File: config.mk
export PLATFORM = sky130hd
export DESIGN_NAME = avc_tag_to_annexb_converter
export DESIGN_NICKNAME = d
export VERILOG_FILES = /design/src/hw/rtl/avc2ab_pkg.sv /design/src/hw/rtl/avc2ab_front.sv /design/src/hw/rtl/avc2ab_queue.sv /design/src/hw/rtl/avc2ab_back.sv /design/src/hw/rtl/avc_tag_to_annexb_converter.sv
export VERILOG_INCLUDE_DIRS = /design/src /design/src/hw/rtl
export SDC_FILE = /design/constraint.sdc
export NUM_CORES = 1
export LEC_CHECK = 0
export CORE_MARGIN = 2
export CORE_UTILIZATION = 55
export CTS_BUF_LIST = sky130_fd_sc_hd__clkbuf_16
export DETAILED_ROUTE_END_ITERATION = 6
export DONT_BUFFER_PORTS = 1
export HOLD_SLACK_MARGIN = 0.1
export PLACE_DENSITY = 0.7
export REMOVE_ABC_BUFFERS = 1
export SYNTH_ARGS = -nofsm -noshare
export SYNTH_HDL_FRONTEND = slang
export SYNTH_SLANG_ARGS = --single-unit
File: constraint.sdc
create_clock -name i_clk -period 13.4 [get_ports i_clk]
set_input_delay 0.67 -clock i_clk [delete_from_list [all_inputs] [get_ports i_clk]]
set_output_delay 0.67 -clock i_clk [all_outputs]
set_load 0.1 [all_outputs]
File: src/hw/rtl/avc_tag_to_annexb_converter_macros.svh
// Assertion helpers shared by the converter modules.
// Both expect i_clk and i_rst_n in the scope where they are used.
`ifndef AVC_TAG_TO_ANNEXB_CONVERTER_MACROS_SVH
`define AVC_TAG_TO_ANNEXB_CONVERTER_MACROS_SVH

// Same-cycle implication, off while reset is asserted
`define AVC2AB_ASSERT_IMP(lbl, ante, cons, msg) \
    lbl: assert property (@(posedge i_clk) disable iff (!i_rst_n) (ante) |-> (cons)) \
        else $error(msg);

// Next-cycle implication, off while reset is asserted
`define AVC2AB_ASSERT_NEXT(lbl, ante, cons, msg) \
    lbl: assert property (@(posedge i_clk) disable iff (!i_rst_n) (ante) |=> (cons)) \
        else $error(msg);

`endif

File: src/hw/rtl/avc2ab_pkg.sv
`timescale 1ns / 1ps
package avc2ab_pkg;

    // Result kinds
    typedef enum logic [1:0] {
        KIND_BYTE    = 2'd0,
        KIND_DONE    = 2'd1,
        KIND_STARTED = 2'd2,
        KIND_ERROR   = 2'd3
    } t_kind;

    // Work for the output side, one entry per input byte that yields results.
    // Items go out in field order: started, error, start code, byte, complete.
    typedef struct packed {
        logic               started;
        logic               error;
        logic               start;
        logic               data;
        logic               complete;
        logic [7:0]         byte_val;
        logic signed [33:0] pts;
        logic [7:0]         profile;
    } t_cmd;

endpackage

File: src/hw/rtl/avc2ab_front.sv
`timescale 1ns / 1ps
module avc2ab_front (
    input  logic              i_clk,
    input  logic              i_rst_n,
    input  logic              i_accept,
    input  logic [7:0]        i_data_byte,
    input  logic              i_last_byte,
    input  logic [31:0]       i_packet_timestamp,
    output logic              o_push,
    output avc2ab_pkg::t_cmd  o_cmd
);
    import avc2ab_pkg::*;

    localparam logic [7:0] PKT_SEQ_HDR = 8'd0;
    localparam logic [7:0] PKT_NALU    = 8'd1;
    localparam logic [7:0] PKT_EOS     = 8'd2;
    localparam logic [1:0] LSC_UNSUP   = 2'd2;
    localparam logic [1:0] LSC_TWO     = 2'd1;
    localparam logic [1:0] LSC_FOUR    = 2'd3;
    localparam logic [7:0] EOS_NAL     = 8'h6A;

    typedef enum logic [10:0] {
        PH_HEADER    = 11'b000_0000_0001,
        PH_NAL_PFX   = 11'b000_0000_0010,
        PH_NAL_DATA  = 11'b000_0000_0100,
        PH_SPS_LEN   = 11'b000_0000_1000,
        PH_SPS_DATA  = 11'b000_0001_0000,
        PH_PPS_COUNT = 11'b000_0010_0000,
        PH_PPS_LEN   = 11'b000_0100_0000,
        PH_PPS_DATA  = 11'b000_1000_0000,
        PH_TRAIL     = 11'b001_0000_0000,
        PH_WAIT      = 11'b010_0000_0000,
        PH_DISCARD   = 11'b100_0000_0000
    } t_phase;

    t_phase      r_phase, n_phase;
    logic [3:0]  r_pos, n_pos;
    logic [7:0]  r_ptype, n_ptype;
    logic [23:0] r_off, n_off;
    logic [31:0] r_acc, n_acc;
    logic [2:0]  r_pbl, n_pbl;
    logic [31:0] r_left, n_left;
    logic [4:0]  r_sps, n_sps;
    logic [7:0]  r_pps, n_pps;
    logic [1:0]  r_lsc, n_lsc;
    logic        r_info, n_info;
    logic [7:0]  r_prof, n_prof;

    t_cmd        cmd;
    logic [15:0] len16;
    logic [31:0] acc_sh;
    logic [4:0]  sps_dec;
    logic [7:0]  pps_dec;
    logic        eos;

    // Prefix size in bytes for the latched size code
    function automatic logic [2:0] prefix_size(input logic [1:0] lsc);
        logic [2:0] sz;
        sz = 3'd1;
        if (lsc == LSC_FOUR) begin
            sz = 3'd4;
        end else if (lsc == LSC_TWO) begin
            sz = 3'd2;
        end
        return sz;
    endfunction

    // Step the parser over one byte and describe the results it causes
    always_comb begin
        n_phase = r_phase;
        n_pos   = r_pos;
        n_ptype = r_ptype;
        n_off   = r_off;
        n_acc   = r_acc;
        n_pbl   = r_pbl;
        n_left  = r_left;
        n_sps   = r_sps;
        n_pps   = r_pps;
        n_lsc   = r_lsc;
        n_info  = r_info;
        n_prof  = r_prof;
        cmd     = '0;
        eos     = 1'b0;
        acc_sh  = {r_acc[23:0], i_data_byte};
        len16   = {r_acc[7:0], i_data_byte};
        sps_dec = r_sps - 5'd1;
        pps_dec = r_pps - 8'd1;

        unique case (r_phase)
            PH_HEADER: begin
                if (r_pos == 4'd1) begin
                    n_ptype = i_data_byte;
                end else if (r_pos >= 4'd2 && r_pos <= 4'd4) begin
                    n_off = {r_off[15:0], i_data_byte};
                end else if (r_pos >= 4'd5 && r_pos <= 4'd9) begin
                    n_acc = acc_sh;
                end else if (r_pos == 4'd10) begin
                    if (!r_info) begin
                        n_prof      = r_acc[31:24];
                        n_lsc       = r_acc[1:0];
                        n_info      = 1'b1;
                        cmd.started = 1'b1;
                    end
                    n_sps = i_data_byte[4:0];
                    if (i_data_byte[4:0] != 5'd0) begin
                        n_phase = PH_SPS_LEN;
                        n_pbl   = 3'd2;
                        n_acc   = '0;
                    end else begin
                        n_phase = PH_PPS_COUNT;
                    end
                end
                // Packet type is known once the composition offset is in
                if (r_pos == 4'd4) begin
                    if (r_ptype == PKT_NALU) begin
                        if (r_lsc == LSC_UNSUP) begin
                            cmd.error = 1'b1;
                            n_phase   = PH_DISCARD;
                        end else begin
                            n_phase = PH_NAL_PFX;
                            n_pbl   = prefix_size(r_lsc);
                            n_acc   = '0;
                        end
                    end else if (r_ptype != PKT_SEQ_HDR) begin
                        n_phase = PH_WAIT;
                    end else begin
                        n_acc = '0;
                    end
                end
                if (r_pos != 4'd15) begin
                    n_pos = r_pos + 4'd1;
                end
            end
            PH_NAL_PFX: begin
                n_acc = acc_sh;
                n_pbl = r_pbl - 3'd1;
                if (r_pbl == 3'd1) begin
                    cmd.start = 1'b1;
                    n_left    = acc_sh;
                    if (acc_sh != '0) begin
                        n_phase = PH_NAL_DATA;
                    end else begin
                        n_pbl = prefix_size(r_lsc);
                        n_acc = '0;
                    end
                end
            end
            PH_NAL_DATA: begin
                cmd.data = 1'b1;
                n_left   = r_left - 32'd1;
                if (r_left == 32'd1) begin
                    n_phase = PH_NAL_PFX;
                    n_pbl   = prefix_size(r_lsc);
                    n_acc   = '0;
                end
            end
            PH_SPS_LEN, PH_PPS_LEN: begin
                n_acc = {16'd0, len16};
                n_pbl = r_pbl - 3'd1;
                if (r_pbl == 3'd1) begin
                    cmd.start = 1'b1;
                    n_left    = {16'd0, len16};
                    if (len16 != 16'd0) begin
                        n_phase = (r_phase == PH_SPS_LEN) ? PH_SPS_DATA : PH_PPS_DATA;
                    end else if (r_phase == PH_SPS_LEN) begin
                        n_sps = sps_dec;
                        if (sps_dec != 5'd0) begin
                            n_pbl = 3'd2;
                            n_acc = '0;
                        end else begin
                            n_phase = PH_PPS_COUNT;
                        end
                    end else begin
                        n_pps = pps_dec;
                        if (pps_dec != 8'd0) begin
                            n_pbl = 3'd2;
                            n_acc = '0;
                        end else begin
                            n_phase = PH_TRAIL;
                        end
                    end
                end
            end
            PH_SPS_DATA: begin
                cmd.data = 1'b1;
                n_left   = r_left - 32'd1;
                if (r_left == 32'd1) begin
                    n_sps = sps_dec;
                    if (sps_dec != 5'd0) begin
                        n_phase = PH_SPS_LEN;
                        n_pbl   = 3'd2;
                        n_acc   = '0;
                    end else begin
                        n_phase = PH_PPS_COUNT;
                    end
                end
            end
            PH_PPS_DATA: begin
                cmd.data = 1'b1;
                n_left   = r_left - 32'd1;
                if (r_left == 32'd1) begin
                    n_pps = pps_dec;
                    if (pps_dec != 8'd0) begin
                        n_phase = PH_PPS_LEN;
                        n_pbl   = 3'd2;
                        n_acc   = '0;
                    end else begin
                        n_phase = PH_TRAIL;
                    end
                end
            end
            PH_PPS_COUNT: begin
                n_pps = i_data_byte;
                if (i_data_byte != 8'd0) begin
                    n_phase = PH_PPS_LEN;
                    n_pbl   = 3'd2;
                    n_acc   = '0;
                end else begin
                    n_phase = PH_TRAIL;
                end
            end
            PH_TRAIL, PH_WAIT, PH_DISCARD: begin
                n_phase = r_phase;
            end
            default: begin
                n_phase = r_phase;
            end
        endcase

        // Close the packet: end-of-sequence code and completion report
        if (i_last_byte) begin
            if (n_phase == PH_NAL_PFX || n_phase == PH_NAL_DATA) begin
                cmd.complete = 1'b1;
                cmd.pts      = $signed({2'b00, i_packet_timestamp})
                             + $signed({{10{n_off[23]}}, n_off});
            end else if (n_phase == PH_SPS_LEN || n_phase == PH_SPS_DATA ||
                         n_phase == PH_PPS_COUNT || n_phase == PH_PPS_LEN ||
                         n_phase == PH_PPS_DATA || n_phase == PH_TRAIL ||
                         n_phase == PH_WAIT) begin
                cmd.complete = 1'b1;
                cmd.pts      = $signed({2'b00, i_packet_timestamp});
                if (n_phase == PH_WAIT && n_ptype == PKT_EOS) begin
                    eos       = 1'b1;
                    cmd.start = 1'b1;
                    cmd.data  = 1'b1;
                end
            end
            n_phase = PH_HEADER;
            n_pos   = '0;
            n_ptype = '0;
            n_off   = '0;
            n_acc   = '0;
            n_pbl   = '0;
            n_left  = '0;
            n_sps   = '0;
            n_pps   = '0;
        end

        cmd.byte_val = eos ? EOS_NAL : i_data_byte;
        cmd.profile  = n_prof;
    end

    // Advance parser state on each transfer
    always_ff @(posedge i_clk) begin
        if (!i_rst_n) begin
            r_phase <= PH_HEADER;
            r_pos   <= '0;
            r_ptype <= '0;
            r_off   <= '0;
            r_acc   <= '0;
            r_pbl   <= '0;
            r_left  <= '0;
            r_sps   <= '0;
            r_pps   <= '0;
            r_lsc   <= '0;
            r_info  <= 1'b0;
            r_prof  <= '0;
        end else if (i_accept) begin
            r_phase <= n_phase;
            r_pos   <= n_pos;
            r_ptype <= n_ptype;
            r_off   <= n_off;
            r_acc   <= n_acc;
            r_pbl   <= n_pbl;
            r_left  <= n_left;
            r_sps   <= n_sps;
            r_pps   <= n_pps;
            r_lsc   <= n_lsc;
            r_info  <= n_info;
            r_prof  <= n_prof;
        end
    end

    assign o_push = i_accept &&
                    (cmd.started || cmd.error || cmd.start || cmd.data || cmd.complete);
    assign o_cmd  = cmd;

endmodule

File: src/hw/rtl/avc2ab_queue.sv
`timescale 1ns / 1ps
`include "avc_tag_to_annexb_converter_macros.svh"
module avc2ab_queue #(
    parameter int DEPTH = 4
) (
    input  logic              i_clk,
    input  logic              i_rst_n,
    input  logic              i_push,
    input  avc2ab_pkg::t_cmd  i_data,
    output logic              o_full,
    output logic              o_vld,
    output avc2ab_pkg::t_cmd  o_data,
    input  logic              i_pop
);
    import avc2ab_pkg::*;

    localparam int AW = $clog2(DEPTH);
    localparam int CW = $clog2(DEPTH + 1);

    t_cmd          r_mem [DEPTH];
    logic [AW-1:0] r_wr, n_wr;
    logic [AW-1:0] r_rd, n_rd;
    logic [CW-1:0] r_cnt, n_cnt;

    // Wrap pointers and track occupancy
    always_comb begin
        n_wr  = r_wr;
        n_rd  = r_rd;
        n_cnt = r_cnt;
        if (i_push) begin
            n_wr = (r_wr == AW'(DEPTH - 1)) ? '0 : r_wr + 1'b1;
        end
        if (i_pop) begin
            n_rd = (r_rd == AW'(DEPTH - 1)) ? '0 : r_rd + 1'b1;
        end
        case ({i_push, i_pop})
            2'b10:   n_cnt = r_cnt + 1'b1;
            2'b01:   n_cnt = r_cnt - 1'b1;
            default: n_cnt = r_cnt;
        endcase
    end

    always_ff @(posedge i_clk) begin
        if (!i_rst_n) begin
            r_wr  <= '0;
            r_rd  <= '0;
            r_cnt <= '0;
        end else begin
            r_wr  <= n_wr;
            r_rd  <= n_rd;
            r_cnt <= n_cnt;
        end
    end

    // Store entries
    always_ff @(posedge i_clk) begin
        if (i_push) begin
            r_mem[r_wr] <= i_data;
        end
    end

    assign o_full = (r_cnt == CW'(DEPTH));
    assign o_vld  = (r_cnt != '0);
    assign o_data = r_mem[r_rd];

    `AVC2AB_ASSERT_IMP(a_no_overflow, i_push && !i_pop, r_cnt != CW'(DEPTH), "queue overflow")
    `AVC2AB_ASSERT_IMP(a_no_underflow, i_pop, r_cnt != '0, "queue underflow")
    `AVC2AB_ASSERT_NEXT(a_push_seen, i_push && !i_pop, r_cnt != '0, "pushed entry lost")

endmodule

File: src/hw/rtl/avc2ab_back.sv
`timescale 1ns / 1ps
`include "avc_tag_to_annexb_converter_macros.svh"
module avc2ab_back (
    input  logic                i_clk,
    input  logic                i_rst_n,
    input  logic                i_q_vld,
    input  avc2ab_pkg::t_cmd    i_q_data,
    output logic                o_q_pop,
    output logic                o_valid,
    input  logic                i_stall,
    output avc2ab_pkg::t_kind   o_kind,
    output logic [7:0]          o_out_byte,
    output logic signed [33:0]  o_presentation_time,
    output logic [7:0]          o_profile,
    output logic                o_last_of_run
);
    import avc2ab_pkg::*;

    logic               r_cur_vld;
    t_cmd               r_cur;
    logic [1:0]         r_sc;
    logic               r_out_vld;
    t_kind              r_kind;
    logic [7:0]         r_byte;
    logic signed [33:0] r_pts;
    logic [7:0]         r_prof;
    logic               r_last;

    t_cmd               cur;
    t_cmd               rem;
    logic               cur_vld;
    logic [1:0]         idx;
    logic [1:0]         rem_sc;
    logic               rem_any;
    logic               load;
    logic               fire;
    t_kind              n_kind;
    logic [7:0]         n_byte;
    logic signed [33:0] n_pts;
    logic [7:0]         n_prof;

    // Pick the next item of the entry in work, or of the queue head
    always_comb begin
        cur     = r_cur_vld ? r_cur : i_q_data;
        cur_vld = r_cur_vld || i_q_vld;
        idx     = r_cur_vld ? r_sc : 2'd0;
        rem     = cur;
        rem_sc  = idx;
        n_kind  = KIND_BYTE;
        n_byte  = '0;
        n_pts   = '0;
        n_prof  = '0;
        if (cur.started) begin
            n_kind      = KIND_STARTED;
            n_prof      = cur.profile;
            rem.started = 1'b0;
        end else if (cur.error) begin
            n_kind    = KIND_ERROR;
            rem.error = 1'b0;
        end else if (cur.start) begin
            n_byte = (idx == 2'd2) ? 8'h01 : 8'h00;
            if (idx == 2'd2) begin
                rem.start = 1'b0;
                rem_sc    = 2'd0;
            end else begin
                rem_sc = idx + 2'd1;
            end
        end else if (cur.data) begin
            n_byte   = cur.byte_val;
            rem.data = 1'b0;
        end else begin
            n_kind       = KIND_DONE;
            n_pts        = cur.pts;
            n_prof       = cur.profile;
            rem.complete = 1'b0;
        end
        rem_any = rem.started || rem.error || rem.start || rem.data || rem.complete;
        load    = !r_out_vld || !i_stall;
        fire    = load && cur_vld;
    end

    assign o_q_pop = fire && !r_cur_vld;

    // Hold the remainder of the entry and the output register
    always_ff @(posedge i_clk) begin
        if (!i_rst_n) begin
            r_cur_vld <= 1'b0;
            r_sc      <= '0;
            r_out_vld <= 1'b0;
        end else if (fire) begin
            r_cur_vld <= rem_any;
            r_sc      <= rem_sc;
            r_out_vld <= 1'b1;
        end else if (load) begin
            r_out_vld <= 1'b0;
        end
    end

    always_ff @(posedge i_clk) begin
        if (fire) begin
            r_cur  <= rem;
            r_kind <= n_kind;
            r_byte <= n_byte;
            r_pts  <= n_pts;
            r_prof <= n_prof;
            r_last <= !rem_any;
        end
    end

    assign o_valid             = r_out_vld;
    assign o_kind              = r_kind;
    assign o_out_byte          = r_byte;
    assign o_presentation_time = r_pts;
    assign o_profile           = r_prof;
    assign o_last_of_run       = r_last;

    `AVC2AB_ASSERT_IMP(a_cur_pending, r_cur_vld,
        r_cur.started || r_cur.error || r_cur.start || r_cur.data || r_cur.complete,
        "entry in work has nothing left")
    `AVC2AB_ASSERT_IMP(a_done_is_last, r_out_vld && r_kind == KIND_DONE, r_last,
        "packet complete not last of run")
    `AVC2AB_ASSERT_IMP(a_sc_range, r_cur_vld, r_sc != 2'd3, "start code step out of range")

endmodule

File: src/hw/rtl/avc_tag_to_annexb_converter.sv
`timescale 1ns / 1ps
// Channel   Direction  Handshake           Payload
// input     in         i_valid / o_stall   i_data_byte, i_last_byte, i_packet_timestamp
// output    out        o_valid / i_stall   o_kind, o_out_byte, o_presentation_time,
//                                          o_profile, o_last_of_run
//
// One payload byte is taken per cycle while the queue has room, also when it yields no
// result. Each result is one transfer on the output, one per cycle while i_stall is low,
// and a byte yields up to five results.
// The queue of QUEUE_DEPTH entries between parser and output sequencer absorbs bursts.
// Reset is synchronous, active low, and clears parser state and the queue.
// o_stall rises only when the queue is full.
module avc_tag_to_annexb_converter #(
    parameter int QUEUE_DEPTH = 4
) (
    input  logic               i_clk,
    input  logic               i_rst_n,
    input  logic               i_valid,
    output logic               o_stall,
    input  logic [7:0]         i_data_byte,
    input  logic               i_last_byte,
    input  logic [31:0]        i_packet_timestamp,
    output logic               o_valid,
    input  logic               i_stall,
    output logic [1:0]         o_kind,
    output logic [7:0]         o_out_byte,
    output logic signed [33:0] o_presentation_time,
    output logic [7:0]         o_profile,
    output logic               o_last_of_run
);
    import avc2ab_pkg::*;

    logic  accept;
    logic  push;
    t_cmd  push_cmd;
    logic  q_full;
    logic  q_vld;
    t_cmd  q_data;
    logic  q_pop;
    t_kind kind;

    assign accept  = i_valid && !q_full;
    assign o_stall = q_full;

    avc2ab_front u_front (
        .i_clk              (i_clk),
        .i_rst_n            (i_rst_n),
        .i_accept           (accept),
        .i_data_byte        (i_data_byte),
        .i_last_byte        (i_last_byte),
        .i_packet_timestamp (i_packet_timestamp),
        .o_push             (push),
        .o_cmd              (push_cmd)
    );

    avc2ab_queue #(
        .DEPTH (QUEUE_DEPTH)
    ) u_queue (
        .i_clk   (i_clk),
        .i_rst_n (i_rst_n),
        .i_push  (push),
        .i_data  (push_cmd),
        .o_full  (q_full),
        .o_vld   (q_vld),
        .o_data  (q_data),
        .i_pop   (q_pop)
    );

    avc2ab_back u_back (
        .i_clk               (i_clk),
        .i_rst_n             (i_rst_n),
        .i_q_vld             (q_vld),
        .i_q_data            (q_data),
        .o_q_pop             (q_pop),
        .o_valid             (o_valid),
        .i_stall             (i_stall),
        .o_kind              (kind),
        .o_out_byte          (o_out_byte),
        .o_presentation_time (o_presentation_time),
        .o_profile           (o_profile),
        .o_last_of_run       (o_last_of_run)
    );

    assign o_kind = kind;

endmodule

==> impl_summary.log <==
[metrics] aggregate global-route resource usage: between 20% and 30%
[metrics] final antenna-violating net count: 0
[metrics] worst-path maximum fanout: 24
[metrics] Seq pwr share: 56.0%
[metrics] sequential cell area: between 10,000 and 15,000 um^2
[metrics] chip width: 210 um
[metrics] clock tree from TritonCTS: done
[metrics] number of cells traversed by the worst hold path: 1
[metrics] sequential-to-total area share from yosys stat: 55.0%
[metrics] drt drc: 0
[metrics] worst reg2reg path depth: 17
[metrics] worst slew pin tran: 1.21 ns
[metrics] Gates resized, CTS repair: 0
[metrics] clock latency reported for the late side of the worst-skew pair: 0.61 ns
[metrics] part of the power in combinational logic: 13.1%
[metrics] clock root buffer master: sky130_fd_sc_hd__clkbuf_16
[metrics] data required time of the worst path: approximately 14 ns
[metrics] mean instance size in the synthesized netlist: 11.8 um^2
[metrics] worst hold path class: primary input to flop
[metrics] Max VDD drop: 144 uV
[metrics] half-perimeter wire length of the detailed placement result: 36,600 um
[metrics] DR WL/cell: 21.9 um
[metrics] area fraction of the dominant cell type after synthesis: 42.1%
[metrics] antenna fix cells: 0
[metrics] gate count after technology mapping: between 1,500 and 2,000
[metrics] top post-synthesis cells by count: sky130_fd_sc_hd__edfxtp_1, sky130_fd_sc_hd__dfxtp_1, sky130_fd_sc_hd__nand2_1
[metrics] outcome: completed
[metrics] Clock Path Buffers: 3
[metrics] top-count cell post-synth: sky130_fd_sc_hd__edfxtp_1
[metrics] clock power share: 30.9%
[metrics] Synth area leaders: sky130_fd_sc_hd__edfxtp_1, sky130_fd_sc_hd__dfxtp_1, sky130_fd_sc_hd__mux4_2
[metrics] path type of the worst setup path: flop to flop
[metrics] final number of hold-violating endpoints: 0
[metrics] number of maximum-capacitance constraint violations: 0
[metrics] Final Net Count: around 2,000
[metrics] fill cell total of the finished layout: 3,329
[metrics] sw power: roughly 1.6 mW
[metrics] final setup vio count: 0
[metrics] headroom to the max-slew limit: 19.2%
[metrics] Yosys cell types: a little under 80
[metrics] unrepaired setup endpoints after global routing: no
[metrics] switching share of power: 36.4%
[metrics] total of warnings raised by yosys: 0
[metrics] number of vias in the routed layout: ~16,000
[metrics] wire length of the first global-routing pass: 86,000 um
[metrics] growth of design area from synthesis to finish: 9.04%
[metrics] number of slew-limit violations in the final report: 0
[metrics] Final Cell Area: 25,500 um^2
[metrics] number of buffers inserted during clock tree synthesis: 49
[metrics] H-tree depth: 2
[metrics] via count normalized by instance count: 6.25
[metrics] sort of element at the start of the critical path: flop
[metrics] power density relative to cell area: 174 nW/um^2
[metrics] gpl congestion: 0.913
[metrics] power consumption: 4.43 mW
[metrics] antenna violations before repair: 1
[metrics] time the final worst path needs with I/O delays and setup: approximately 6.3 ns
[metrics] Static Leakage: 8.42 nW
[metrics] Max Clock Freq: 0.158 GHz
[metrics] buffer count from post-CTS setup fixing: 0
[metrics] number of global-route vias before repair: between 15,000 and 20,000
[metrics] nature of the critical path endpoint: flop
[metrics] I/O pin count: 100
[metrics] share of synthesized flip-flops with an asynchronous set or reset: 0%
[metrics] standard cell core area: 41,900 um^2
[metrics] leading register cell type out of synthesis: sky130_fd_sc_hd__edfxtp_1
[metrics] share of the clock period used by the worst path after layout: 47.3%
[metrics] area used by multi-input combinational logic: between 9000 and 10,000 um^2
[metrics] hold bufs inserted after CTS: 0
[metrics] Final Routed Wirelength: 55,100 um
[metrics] overall die area: 44,100 um^2
[metrics] Overflow after GRT: 0
[metrics] dpl cell area: about 24,000 um^2
[metrics] cell-internal power: 2.82 mW
[metrics] maximum number of pins on one net before global-route repair: around 150
[metrics] largest clock skew in the final design: around 0.034 ns
[metrics] clock-pin slew on the worst setup and hold paths: 0.06 ns
[metrics] count of flip-flops with a built-in enable after synthesis: 327
[metrics] aggregate negative setup slack: 0 ns
[metrics] initial cell density of the core: 55.7%
[metrics] Initial DRC Count: about 1,300
[metrics] number of iterations in the first detailed-routing pass: 5
[metrics] Die Ht: about 210 um
[metrics] number of standard-cell rows in the floorplan: 75
[metrics] Critical Path AT: 6.69 ns
[metrics] cell area after synthesis: 23,300 um^2
[metrics] #FFs+latches synth: 478
[metrics] ratio of cells with drive above 1 in the final layout: between 10% and 20%
[metrics] cell taking the most area after synthesis: sky130_fd_sc_hd__edfxtp_1
[metrics] count of buffers inserted at the top-level ports: 0
[metrics] clock net sink count: 478
## cell type report
cell class / instances / share of cell area, %
sequential: 478 / 50.5
multi-input combinational: 1349 / 39.2
clock buffer: 49 / 4.82
tap: 539 / 2.65
clock inverter: 42 / 1.57
timing repair buffer: 24 / 0.708
inverter: 40 / 0.600
## worst paths after layout
kind / slack, ns / endpoint / start
min reg2reg: 0.47 / u_front.r_pbl[1]$_SDFFE_PN0P_ / u_front.r_pbl[1]$_SDFFE_PN0P_
max reg2reg: 7.06 / u_queue.r_mem[2][39]$_DFFE_PP_ / u_front.r_phase[4]$_SDFFE_PN0P_
min: 0.21 / u_front.r_pps[2]$_SDFFE_PN0P_ / i_rst_n
max: 7.06 / u_queue.r_mem[2][39]$_DFFE_PP_ / u_front.r_phase[4]$_SDFFE_PN0P_
## cell usage in the layout, fill, tap and decap left out, drive strengths merged, types with 6 or more instances in the layout
cell / instances
nand2: 132
nor3: 51
a31oi: 11
nor2b: 113
ha: 52
a22oi: 87
or2: 14
a21o: 22
a2111oi: 12
mux2i: 18
or4: 17
edfxtp: 327
buf: 24
clkbuf: 49
mux4: 55
o21bai: 8
nor2: 97
o31ai: 8
and2: 40
inv: 53
and3: 50
nand2b: 27
clkinv: 19
o21ai: 87
nand4: 10
mux2: 85
nand3: 27
nor4: 31
or3: 22
a211oi: 10
a21oi: 101
nor3b: 6
xor2: 17
dfxtp: 151
xnor2: 43
a21boi: 23
## state kept, by name (all words and copies together), names as in the netlist, 2 cells and up, named ones only
signal / count
u_queue.r_rd: 2
u_back.r_cur: 54
u_front.r_pps: 8
u_back.o_profile: 8
u_back.o_kind: 2
u_queue.r_mem: 220
u_front.r_acc: 32
u_front.r_prof: 8
u_back.o_presentation_time: 34
u_back.r_sc: 2
u_back.o_out_byte: 8
u_front.r_lsc: 2
u_front.r_off: 24
u_queue.r_cnt: 3
u_queue.r_wr: 2
u_front.r_ptype: 8
u_front.r_left: 32
u_front.r_pbl: 3
u_front.r_sps: 5
u_front.r_pos: 4
u_front.r_phase: 11
## critical path, cell delays in order, from the launching register on
cell	delay [ns]
sky130_fd_sc_hd__dfxtp_1	0.46
sky130_fd_sc_hd__nor3_2	0.43
sky130_fd_sc_hd__nand4_1	0.47
sky130_fd_sc_hd__a211oi_4	0.32
sky130_fd_sc_hd__buf_4	0.35
sky130_fd_sc_hd__mux2_2	0.40
sky130_fd_sc_hd__ha_1	0.32
sky130_fd_sc_hd__o21a_1	0.22
sky130_fd_sc_hd__o21ai_0	0.27
sky130_fd_sc_hd__a22oi_1	0.15
sky130_fd_sc_hd__a41oi_1	0.45
sky130_fd_sc_hd__o22ai_1	0.30
sky130_fd_sc_hd__a2111oi_0	0.58
sky130_fd_sc_hd__o31ai_1	0.22
sky130_fd_sc_hd__o41ai_1	0.49
sky130_fd_sc_hd__xor2_1	0.19
sky130_fd_sc_hd__nor2_1	0.06
sky130_fd_sc_hd__a211oi_1	0.41
## metrics by stage
| stage | hold slack, ns | setup WS [ns] | utilization, % | std cells |
|---|---|---|---|---|
| final | 0.214 | 7.06 | 60.7 | 2521 |
| after global routing | 0.212 | 6.35 | 60.7 | 2521 |
| after CTS | 0.190 | 7.19 | 60.7 | 2521 |
| after detailed placement | 0.457 | 7.25 | 56.8 | 2430 |
| after global placement | 0.452 | 7.47 | 56.8 | 2430 |
| after floorplan | 0.441 | 6.85 | - | 1867 |
## power groups by stage
stage               clock [mW]  combinational, mW  sequential [mW]
global placement             0              0.570             2.51
floorplan                    0              0.401             2.54
global route              1.45              0.638             2.50
CTS                       1.39              0.590             2.49
finish                    1.37              0.580             2.48
detailed placement           0              0.586             2.51
## kinds of logic after synthesis
logic type                 Yosys count  synth area share (%)
buffers and inverters              151                  2.48
muxes                              158                  10.2
AOI/OAI and AO/OA                  415                  11.7
adders and majority gates           54                  2.96
DFF                                478                  55.0
xor gates and xnor gates            60                  2.25
and+or+nand+nor                    662                  15.5
## layer usage
layer / GRT usage (%) / wire length (um)
met1: 33.8 / 24200
met4: 7.51 / 1440
met5: 0 / 0
met2: 41.2 / 26400
met3: 4.92 / 3180
Note: power is estimated with default switching activity, not from simulation.
